--- config.mk ---
export PLATFORM = sky130hd
export DESIGN_NAME = ubx_ack_matcher_flat
export DESIGN_NICKNAME = d
export VERILOG_FILES = /design/src/rtl/ubx_ack_pkg.sv /design/src/rtl/ubx_ack_in_if.sv /design/src/rtl/ubx_ack_out_if.sv /design/src/rtl/ubx_ack_matcher.sv /design/src/flat_wrapper.sv
export SDC_FILE = /design/constraint.sdc
export NUM_CORES = 1
export LEC_CHECK = 0
export ABC_AREA = 1
export BUFFER_PORTS_ARGS = -buffer_cell sky130_fd_sc_hd__buf_2
export CORE_AREA = 5 5 123 125
export CTS_BUF_LIST = sky130_fd_sc_hd__clkbuf_4
export DETAILED_ROUTE_END_ITERATION = 16
export DIE_AREA = 0 0 128 130
export GPL_TIMING_DRIVEN = 0
export SLEW_MARGIN = 30
export SYNTH_ARGS = -nofsm -noshare
export SYNTH_HDL_FRONTEND = slang
export SYNTH_SLANG_ARGS = --single-unit
--- constraint.sdc ---
create_clock -name clk_i -period 3.95 [get_ports clk_i]
set_clock_uncertainty 0.05 [all_clocks]
set_input_delay 0.5925 -clock clk_i [delete_from_list [all_inputs] [get_ports clk_i]]
set_output_delay 0.5925 -clock clk_i [all_outputs]
set_load 0.02 [all_outputs]
--- src/rtl/ubx_ack_pkg.sv ---
package ubx_ack_pkg;

  // frame geometry
  localparam int unsigned FrameLen   = 10;
  localparam int unsigned IdxW       = 4;
  localparam int unsigned ElapsedW   = 17;
  localparam int unsigned TimeoutW   = 16;
  localparam int unsigned CfgDataW   = 16;
  localparam int unsigned CfgIdxW    = 2;

  localparam logic [IdxW-1:0]     FrameLast   = IdxW'(FrameLen);
  localparam logic [ElapsedW-1:0] ElapsedMax  = {ElapsedW{1'b1}};
  localparam logic [TimeoutW-1:0] TimeoutRst  = 16'd3000;

  // fixed frame bytes: sync chars, ACK-ACK class/id, payload length
  localparam logic [7:0] Sync1    = 8'hB5;
  localparam logic [7:0] Sync2    = 8'h62;
  localparam logic [7:0] AckClass = 8'h05;
  localparam logic [7:0] AckId    = 8'h01;
  localparam logic [7:0] LenLo    = 8'h02;
  localparam logic [7:0] LenHi    = 8'h00;

  // fletcher partial sums over the four fixed body bytes
  localparam logic [7:0] CkAFixed = AckClass + AckId + LenLo + LenHi;
  localparam logic [7:0] CkBFixed = AckClass + (AckClass + AckId)
                                  + (AckClass + AckId + LenLo) + CkAFixed;

  typedef enum logic [1:0] {
    ACT_START = 2'd0,
    ACT_BYTE  = 2'd1,
    ACT_TICK  = 2'd2
  } action_e;

  typedef enum logic [1:0] {
    ST_IDLE    = 2'd0,
    ST_WAIT    = 2'd1,
    ST_ACKED   = 2'd2,
    ST_TIMEOUT = 2'd3
  } status_e;

  typedef enum logic [CfgIdxW-1:0] {
    REG_CLASS   = 2'd0,
    REG_ID      = 2'd1,
    REG_TIMEOUT = 2'd2
  } cfg_reg_e;

endpackage

--- src/rtl/ubx_ack_in_if.sv ---
interface ubx_ack_in_if;
  logic       valid;
  logic       ready;
  logic [1:0] action;
  logic [7:0] rx_byte;

  modport source (output valid, output action, output rx_byte, input ready);
  modport sink   (input valid, input action, input rx_byte, output ready);
endinterface

--- src/rtl/ubx_ack_out_if.sv ---
interface ubx_ack_out_if;
  logic                           valid;
  logic                           ready;
  logic [1:0]                     status;
  logic [ubx_ack_pkg::IdxW-1:0]   matched_count;

  modport source (output valid, output status, output matched_count, input ready);
  modport sink   (input valid, input status, input matched_count, output ready);
endinterface

--- src/rtl/ubx_ack_matcher.sv ---
// ubx_ack_matcher: watches a received byte stream for the UBX ACK-ACK frame
// that acknowledges one sent message (class and id from the config port).
// in_i carries one beat per event: start, received byte or millisecond tick.
// out_o returns exactly one beat per input beat: status and matched byte count.
// Config registers (class, id, timeout) are written through cfg_we_i with
// cfg_idx_i selecting the register; write them only while no beat is in flight.
// A beat accepted on in_i is registered at the input stage, and its result is then
// loaded into the output register, from which it shows on out_o; a stall on out_o
// can hold the beat in the input stage before that load.
// Throughput: one beat per cycle while out_o is not stalled, set by the
// combinational state update between the input register and the output register.
// When the receiver stalls, the output register holds its beat and the input
// stage takes one more beat; after that in_i.ready falls until out_o drains.
// Reset (rst_ni low) empties both stages, returns to idle with the match index
// and elapsed count cleared, and loads the default timeout of 3000 ticks.
module ubx_ack_matcher (
  input  logic                                  clk_i,
  input  logic                                  rst_ni,
  input  logic                                  cfg_we_i,
  input  logic [ubx_ack_pkg::CfgIdxW-1:0]       cfg_idx_i,
  input  logic [ubx_ack_pkg::CfgDataW-1:0]      cfg_wdata_i,
  ubx_ack_in_if.sink                            in_i,
  ubx_ack_out_if.source                         out_o
);

  // configuration registers
  logic [7:0]                          cls_q;
  logic [7:0]                          id_q;
  logic [ubx_ack_pkg::TimeoutW-1:0]    timeout_q;

  always_ff @(posedge clk_i or negedge rst_ni) begin
    if (!rst_ni) begin
      cls_q     <= '0;
      id_q      <= '0;
      timeout_q <= ubx_ack_pkg::TimeoutRst;
    end else if (cfg_we_i) begin
      unique case (cfg_idx_i)
        ubx_ack_pkg::REG_CLASS:   cls_q     <= cfg_wdata_i[7:0];
        ubx_ack_pkg::REG_ID:      id_q      <= cfg_wdata_i[7:0];
        ubx_ack_pkg::REG_TIMEOUT: timeout_q <= cfg_wdata_i;
        default: ;
      endcase
    end
  end

  // input stage
  logic       s1_valid_q;
  logic [1:0] s1_action_q;
  logic [7:0] s1_byte_q;
  logic       out_valid_q;
  logic       s1_adv;

  assign s1_adv     = s1_valid_q && (!out_valid_q || out_o.ready);
  assign in_i.ready = !s1_valid_q || s1_adv;

  always_ff @(posedge clk_i or negedge rst_ni) begin
    if (!rst_ni) begin
      s1_valid_q <= 1'b0;
    end else if (in_i.ready) begin
      s1_valid_q <= in_i.valid;
    end
  end

  always_ff @(posedge clk_i) begin
    if (in_i.ready && in_i.valid) begin
      s1_action_q <= in_i.action;
      s1_byte_q   <= in_i.rx_byte;
    end
  end

  // matcher state
  ubx_ack_pkg::status_e                phase_q, phase_d;
  logic [ubx_ack_pkg::IdxW-1:0]        idx_q, idx_d;
  logic [ubx_ack_pkg::ElapsedW-1:0]    elapsed_q, elapsed_d, elapsed_inc;
  logic [15:0]                         cksum_q, cksum_d;
  logic [7:0]                          exp_byte;
  logic [7:0]                          ck_a_new;
  logic [7:0]                          ck_b_new;

  // checksum of the expected frame from the live class and id
  assign ck_a_new = ubx_ack_pkg::CkAFixed + cls_q + id_q;
  assign ck_b_new = ubx_ack_pkg::CkBFixed + (ubx_ack_pkg::CkAFixed + cls_q) + ck_a_new;

  // expected byte at the current match position
  always_comb begin
    unique case (idx_q)
      4'd0:    exp_byte = ubx_ack_pkg::Sync1;
      4'd1:    exp_byte = ubx_ack_pkg::Sync2;
      4'd2:    exp_byte = ubx_ack_pkg::AckClass;
      4'd3:    exp_byte = ubx_ack_pkg::AckId;
      4'd4:    exp_byte = ubx_ack_pkg::LenLo;
      4'd5:    exp_byte = ubx_ack_pkg::LenHi;
      4'd6:    exp_byte = cls_q;
      4'd7:    exp_byte = id_q;
      4'd8:    exp_byte = cksum_q[7:0];
      default: exp_byte = cksum_q[15:8];
    endcase
  end

  // saturating tick count
  assign elapsed_inc = (elapsed_q < ubx_ack_pkg::ElapsedMax) ?
                       elapsed_q + 1'b1 : elapsed_q;

  // next state for one beat
  always_comb begin
    phase_d   = phase_q;
    idx_d     = idx_q;
    elapsed_d = elapsed_q;
    cksum_d   = cksum_q;
    unique case (s1_action_q)
      ubx_ack_pkg::ACT_START: begin
        phase_d   = ubx_ack_pkg::ST_WAIT;
        idx_d     = '0;
        elapsed_d = '0;
        cksum_d   = {ck_b_new, ck_a_new};
      end
      ubx_ack_pkg::ACT_BYTE: begin
        if (phase_q == ubx_ack_pkg::ST_WAIT) begin
          if (idx_q < ubx_ack_pkg::FrameLast && s1_byte_q == exp_byte) begin
            idx_d = idx_q + 1'b1;
            if (idx_d >= ubx_ack_pkg::FrameLast) phase_d = ubx_ack_pkg::ST_ACKED;
          end else begin
            idx_d = '0;
          end
        end
      end
      ubx_ack_pkg::ACT_TICK: begin
        if (phase_q == ubx_ack_pkg::ST_WAIT) begin
          elapsed_d = elapsed_inc;
          if (elapsed_inc > {1'b0, timeout_q}) phase_d = ubx_ack_pkg::ST_TIMEOUT;
        end
      end
      default: ;
    endcase
  end

  always_ff @(posedge clk_i or negedge rst_ni) begin
    if (!rst_ni) begin
      phase_q   <= ubx_ack_pkg::ST_IDLE;
      idx_q     <= '0;
      elapsed_q <= '0;
      cksum_q   <= '0;
    end else if (s1_adv) begin
      phase_q   <= phase_d;
      idx_q     <= idx_d;
      elapsed_q <= elapsed_d;
      cksum_q   <= cksum_d;
    end
  end

  // output register
  logic [1:0]                    out_status_q;
  logic [ubx_ack_pkg::IdxW-1:0]  out_count_q;

  always_ff @(posedge clk_i or negedge rst_ni) begin
    if (!rst_ni) begin
      out_valid_q <= 1'b0;
    end else if (s1_adv) begin
      out_valid_q <= 1'b1;
    end else if (out_o.ready) begin
      out_valid_q <= 1'b0;
    end
  end

  always_ff @(posedge clk_i) begin
    if (s1_adv) begin
      out_status_q <= phase_d;
      out_count_q  <= idx_d;
    end
  end

  assign out_o.valid         = out_valid_q;
  assign out_o.status        = out_status_q;
  assign out_o.matched_count = out_count_q;

`ifndef SYNTHESIS
  // match index never runs past the frame
  assert property (@(posedge clk_i) disable iff (!rst_ni)
    idx_q <= ubx_ack_pkg::FrameLast)
    else $error("match index beyond frame length");

  // acknowledged only with the whole frame matched
  assert property (@(posedge clk_i) disable iff (!rst_ni)
    (phase_q == ubx_ack_pkg::ST_ACKED) |-> (idx_q == ubx_ack_pkg::FrameLast))
    else $error("acknowledged without full frame");

  // idle only before the first start, with clear counters
  assert property (@(posedge clk_i) disable iff (!rst_ni)
    (phase_q == ubx_ack_pkg::ST_IDLE) |-> (idx_q == '0 && elapsed_q == '0))
    else $error("idle state with live counters");

  // a beat in the input stage stays there while the output is stalled
  assert property (@(posedge clk_i) disable iff (!rst_ni)
    (s1_valid_q && out_valid_q && !out_o.ready) |=> (s1_valid_q && out_valid_q))
    else $error("beat lost under output stall");
`endif

endmodule
--- src/flat_wrapper.sv ---
// flat-port wrapper written by rule: the top's interface ports become plain ports
module ubx_ack_matcher_flat 
  (clk_i, rst_ni, cfg_we_i, cfg_idx_i, cfg_wdata_i, in_i_valid, in_i_action, in_i_rx_byte, in_i_ready, out_o_valid, out_o_status, out_o_matched_count, out_o_ready);
  ubx_ack_in_if in_i_i ();
  ubx_ack_out_if out_o_i ();
  input  logic clk_i;
  input  logic rst_ni;
  input  logic cfg_we_i;
  input  logic [ubx_ack_pkg::CfgIdxW-1:0] cfg_idx_i;
  input  logic [ubx_ack_pkg::CfgDataW-1:0] cfg_wdata_i;
  input wire logic [$bits(in_i_i.valid)-1:0] in_i_valid;
  input wire logic [$bits(in_i_i.action)-1:0] in_i_action;
  input wire logic [$bits(in_i_i.rx_byte)-1:0] in_i_rx_byte;
  output wire logic [$bits(in_i_i.ready)-1:0] in_i_ready;
  output wire logic [$bits(out_o_i.valid)-1:0] out_o_valid;
  output wire logic [$bits(out_o_i.status)-1:0] out_o_status;
  output wire logic [$bits(out_o_i.matched_count)-1:0] out_o_matched_count;
  input wire logic [$bits(out_o_i.ready)-1:0] out_o_ready;
  assign in_i_i.valid = in_i_valid;
  assign in_i_i.action = in_i_action;
  assign in_i_i.rx_byte = in_i_rx_byte;
  assign in_i_ready = in_i_i.ready;
  assign out_o_valid = out_o_i.valid;
  assign out_o_status = out_o_i.status;
  assign out_o_matched_count = out_o_i.matched_count;
  assign out_o_i.ready = out_o_ready;
  ubx_ack_matcher u_core (.clk_i(clk_i), .rst_ni(rst_ni), .cfg_we_i(cfg_we_i), .cfg_idx_i(cfg_idx_i), .cfg_wdata_i(cfg_wdata_i), .in_i(in_i_i), .out_o(out_o_i));
endmodule
# After elaboration in Yosys (flattened, before gate mapping)
# Index checks and enable logic that the tools add are counted.
# word_totals
ff_bits	89
input_bits	33
out_inout_bits	8
wordCells	70
# classes
n_addsub	6
order_cmp	4
eq_ne	15
n_mux	15
reduce_logical	17
# op_table
op	n
$pmux W8 S9	1
$mux W17	2
$pmux W17 S2	1
$add A17 B1 Y17 const B	1
$gt A17 B16 Y1	1
$lt A17 B17 Y1 const B	1
$add A8 B8 Y8	2
$eq A4 B3 Y1 const B	4
$mux W2	5
$add A4 B8 Y8 const A	1
$add A5 B8 Y8 const A	1
$eq A4 B2 Y1 const B	2
$eq A8 B8 Y1	1
$mux W4	2
$pmux W4 S2	1
$reduce_and A2 Y1	4
$eq A2 B1 Y1 const B	3
$pmux W2 S3	1
$add A4 B1 Y4 const B	1
$eq A2 B2 Y1 const B	2
$eq A4 B1 Y1 const B	1
$eq A4 B4 Y1 const B	1
$ge A4 B4 Y1 const B	1
$logic_not A2 Y1	2
9 further kinds	15

# Longest topological paths before layout
# depth
word_depth	7
depth_mapped	23
mapped_depth_nobuf	23

# Least setup slack after synthesis
# Ideal clock, no wire load.
# synth_path
path_type	register -> register
startpoint	register u_core.cls_q[0]
endpoint	register u_core.cksum_q[15]
setup_ns	0.127
arrival_time_ns	2.848
t_required_ns	3.773
slack_ns	0.925
path_stages_with_launch	16
n_path_buf	0
synth_period_minus_slack_ns	3.025
path_cell_list	dfrtp_1 > ha_1 > fa_1 > a31oi_1 > xor2_1 > ha_1 > inv_1 > ha_1 > a21oi_1 > o21ai_0 > nand2_1 > nand2_1 > a21oi_1 > xor2_1 > xor2_1 > o21ai_0
# synth_via
elab_chain_len	3
word_cells_on_any_way	4
cone_classes	4 x add/sub
# synth_lines
item	line	rtl
start, declared	ubx_ack_matcher.sv:27	logic [7:0] cls_q;
start signal, assigned	ubx_ack_matcher.sv:38	ubx_ack_pkg::REG_CLASS: cls_q <= cfg_wdata_i[7:0];
$add A4 B8 Y8 *	ubx_ack_matcher.sv:81, ubx_ack_matcher.sv:82	
$add A5 B8 Y8 / $add A8 B8 Y8 (equally long branches)	ubx_ack_matcher.sv:82, ubx_ack_matcher.sv:81	
$add A8 B8 Y8 *	ubx_ack_matcher.sv:82	assign ck_b_new = ubx_ack_pkg::CkBFixed + (ubx_ack_pkg::CkAFixed + cls_q) + ck_a_new;
end signal, assigned	ubx_ack_matcher.sv:147	cksum_q <= cksum_d;
end, declared	ubx_ack_matcher.sv:75	logic [15:0] cksum_q, cksum_d;
# Mark *: on every way between the ends. The rest lies on a longest branch, timed or not.
# A chain may end at the register's enable or synchronous reset.

# Worst setup path in the final report
# Same ends and word-level chain as after synthesis.

==> reports/qor.json <==
{
  "status": {
    "status": "completed"
  },
  "drt": {
    "wirelength_mm": 12.7,
    "detail-route-antenna-nets": 0,
    "vias": 4545,
    "drc": 0,
    "firstDrtPassIters": 5,
    "drt_first_iter_violations": 225,
    "wl_per_cell_um": 13.7,
    "route.detailed.vias_per_inst": 4.90
  },
  "die": {
    "die_width_um": 128,
    "core_area_mm2": 0.0138,
    "die_y_um": 130,
    "die-area_mm2": 0.0166,
    "rows": 43,
    "floorplan.initialDensity_pct": 39.6,
    "num_io_pins": 41
  },
  "synthesis": {
    "syn-mean-instance-area_um2": 7.91,
    "ys_top_cells_by_area": "sky130_fd_sc_hd__dfrtp_1 30%, sky130_fd_sc_hd__nand2_1 13%, sky130_fd_sc_hd__ha_1 9.6%",
    "synth_top_area_cell": "sky130_fd_sc_hd__dfrtp_1",
    "post_synth_num_cell_types": 36,
    "synthesis.nets": 767,
    "synth-seq-cells": 89,
    "synthesis.instances": 690,
    "number_of_enable_type_register_cells_in_the_synthesized_netlist": 16,
    "synth.cells.most_frequent": "194 x sky130_fd_sc_hd__nand2_1, 99 x sky130_fd_sc_hd__inv_1, 66 x sky130_fd_sc_hd__dfrtp_1",
    "syn_area_mm2": 0.00546,
    "ys_seq_area_share_pct": 42.5,
    "yosys.area.top_type_share_pct": 30.3,
    "synth.yosys.warnings": 0,
    "yosysMostFrequentCell": "sky130_fd_sc_hd__nand2_1",
    "synth-async-reset-ratio_pct": 82.0,
    "synthFlopType": "sky130_fd_sc_hd__dfrtp_1"
  },
  "timing": {
    "total_setup_violations_reported_at_the_end_of_the_flow": 0,
    "maxClockFrequency_mhz": 296,
    "setup_repair_after_global_routing_missed_its_margin": "false",
    "worstMarginPinSlew_ns": 0.626,
    "timing.final.crit_share_pct": 85.5,
    "fin_worst_hold_slack_ns": 0.0500,
    "report.final.hold_viol_count": 0,
    "final.min_clock_period_ns": 3.38,
    "timing.final.ws_setup_ns": 0.574,
    "final_max_slew_viol_count": 0,
    "fin_tns_setup_ns": 0,
    "timing.max_slew.rel_slack_pct": 58.3
  },
  "place": {
    "post-place-cells": 911,
    "placed_area_mm2": 0.00590,
    "detailedPlacementHpwl_mm": 9.81,
    "gp_congestion": 0.899,
    "place_worst_setup_slack_ns": 0.579,
    "portBuffers": 40
  },
  "setup_path": {
    "worstPathRequired_ns": 4.28,
    "critPathMaxFanout": 4,
    "timing.critical_path.to_type": "flop",
    "crit_path_dat_ns": 3.71,
    "critPathLaunchType": "flop",
    "timing_worst_setup_path_type": "flop to flop"
  },
  "clock_tree": {
    "resized_cells_post_cts": 0,
    "post-cts-setup-buffer-count": 0,
    "clock_tree.htree_level_count": 3,
    "cts_buffers": 9,
    "cts.reportedPaths.clkPinSlew_ns": 0.16,
    "numClockSinks": 89,
    "clk_latency_ns": 0.49,
    "clockBufferDepth": 2,
    "tritoncts": "done",
    "postCtsHoldBufs": 0,
    "clockRootBuffer": "sky130_fd_sc_hd__clkbuf_4"
  },
  "grt": {
    "grt_start_max_net_pins": 47,
    "grt_first_pass_wirelength_mm": 21.0,
    "grt_util_all_layers_pct": 15.9,
    "antenna_found_initial": 1,
    "first_global_vias": 4538,
    "grt_residual_overflow": 0
  },
  "finish": {
    "nNetsFinal": 819,
    "post_route_cells_drive_above_1_share_pct": 12.4,
    "design_area_mm2": 0.00608,
    "non_filler_cells_final": 928,
    "area_growth_pct": 11.5,
    "post-route-util_pct": 44.1
  },
  "pwr": {
    "power.static_leakage_nw": 3.09,
    "max-vdd-ir-drop_mv": 0.185,
    "power_per_cell_area_mw_per_mm2": 510,
    "power.total_mw": 3.10
  },
  "run": {
    "number_of_maximum_capacitance_constraint_violations": 0
  },
  "worst_hold_path": {
    "worstHoldPathType": "primary input to async pin"
  }
}
## routing by layer
layer / up-vias / part of all wire (%) / track usage [%]
met5: - / 0 / 0
met4: 0 / 2.4 / 5.62
met3: 22 / 5.2 / 4.42
met2: 109 / 46 / 26.5
met1: 2104 / 46 / 20.0
li1: 2310 / - / -
## final timing paths
| path | cells after the start | slack [ns] | start | to |
|---|---|---|---|---|
| min | 1 | 0.05 | rst_ni | u_core.timeout_q[12] |
| max reg2reg | 15 | 0.57 | u_core.cls_q[0] | u_core.cksum_q[15] |
| max in group asynchronous | 2 | 3.17 | rst_ni | u_core.timeout_q[4] |
| min reg2reg | 2 | 0.44 | u_core.cksum_q[9] | u_core.cksum_q[9] |
| min in group clk_i | 1 | 0.22 | in_i_action[0] | u_core.s1_action_q[0] |
| max | 15 | 0.57 | u_core.cls_q[0] | u_core.cksum_q[15] |
## where the power goes
group	switching, mW	total (mW)	internal (mW)
registers	0.122	1.24	1.12
clock network	0.353	0.621	0.268
logic	0.751	1.24	0.487
## layout by cell type, fill, tap and decap left out, types with 6 or more instances in the layout
master / Yosys / routed
sky130_fd_sc_hd__o21ai_0: 62 / 62
sky130_fd_sc_hd__ha_1: 42 / 42
sky130_fd_sc_hd__dfrtp_1: 66 / 66
sky130_fd_sc_hd__xor2_1: 22 / 22
sky130_fd_sc_hd__nor2_2: 6 / 6
sky130_fd_sc_hd__nor2_1: 41 / 41
sky130_fd_sc_hd__inv_1: 99 / 99
sky130_fd_sc_hd__dfstp_2: 7 / 7
sky130_fd_sc_hd__nand2_1: 194 / 194
sky130_fd_sc_hd__nand2_2: 10 / 10
sky130_fd_sc_hd__a21oi_1: 23 / 23
sky130_fd_sc_hd__nor3_1: 10 / 10
sky130_fd_sc_hd__xnor2_1: 8 / 8
sky130_fd_sc_hd__clkbuf_1: 9 / 9
sky130_fd_sc_hd__buf_2: 0 / 39
sky130_fd_sc_hd__nand4_1: 6 / 6
sky130_fd_sc_hd__nand3_1: 36 / 36
sky130_fd_sc_hd__clkbuf_4: 0 / 9
sky130_fd_sc_hd__edfxtp_1: 16 / 16
## sequential cells by signal, indices dropped and copies added, names as in the netlist
signal	cells
u_core.id_q	8
u_core.out_o.matched_count	4
u_core.idx_q	4
u_core.timeout_q	16
u_core.out_o.valid	1
u_core.cls_q	8
u_core.elapsed_q	17
u_core.s1_action_q	2
u_core.s1_valid_q	1
u_core.phase_q	2
u_core.out_o.status	2
u_core.s1_byte_q	8
u_core.cksum_q	16
## critical path, stage by stage (launching register included)
cell and delay (ns):
sky130_fd_sc_hd__dfrtp_1 0.46, sky130_fd_sc_hd__ha_1 0.24, sky130_fd_sc_hd__fa_1 0.41, sky130_fd_sc_hd__a31oi_1 0.28
sky130_fd_sc_hd__xor2_1 0.22, sky130_fd_sc_hd__ha_1 0.26, sky130_fd_sc_hd__inv_1 0.06, sky130_fd_sc_hd__ha_1 0.27
sky130_fd_sc_hd__a21oi_1 0.15, sky130_fd_sc_hd__o21ai_0 0.12, sky130_fd_sc_hd__nand2_1 0.10, sky130_fd_sc_hd__nand2_1 0.05
sky130_fd_sc_hd__a21oi_1 0.15, sky130_fd_sc_hd__xor2_1 0.19, sky130_fd_sc_hd__xor2_1 0.18, sky130_fd_sc_hd__o21ai_0 0.09
## final cells by class
cell class	count	area [um2]
clock buffer	9	67.6
sequential	89	2320
inverter	105	394
clock inverter	7	108
antenna	1	2.50
fill	1419	7690
multi-input combinational	486	2700
tap	180	225
timing repair buffer	41	223
buffer	10	45.0
## logic make-up (layout without fill, tap and decap cells)
group | Yosys count | count (layout) | share of synthesized area (%)
and+or+nand+nor | 314 | 314 | 24.9
xor gates and xnor gates | 30 | 30 | 4.82
buffers and inverters | 115 | 172 | 8.05
DFF | 89 | 89 | 42.5
adders and majority gates | 44 | 44 | 10.4
AOI/OAI and AO/OA | 98 | 98 | 9.43
other | 0 | 1 | 0
(Power assumes the default switching activity.)
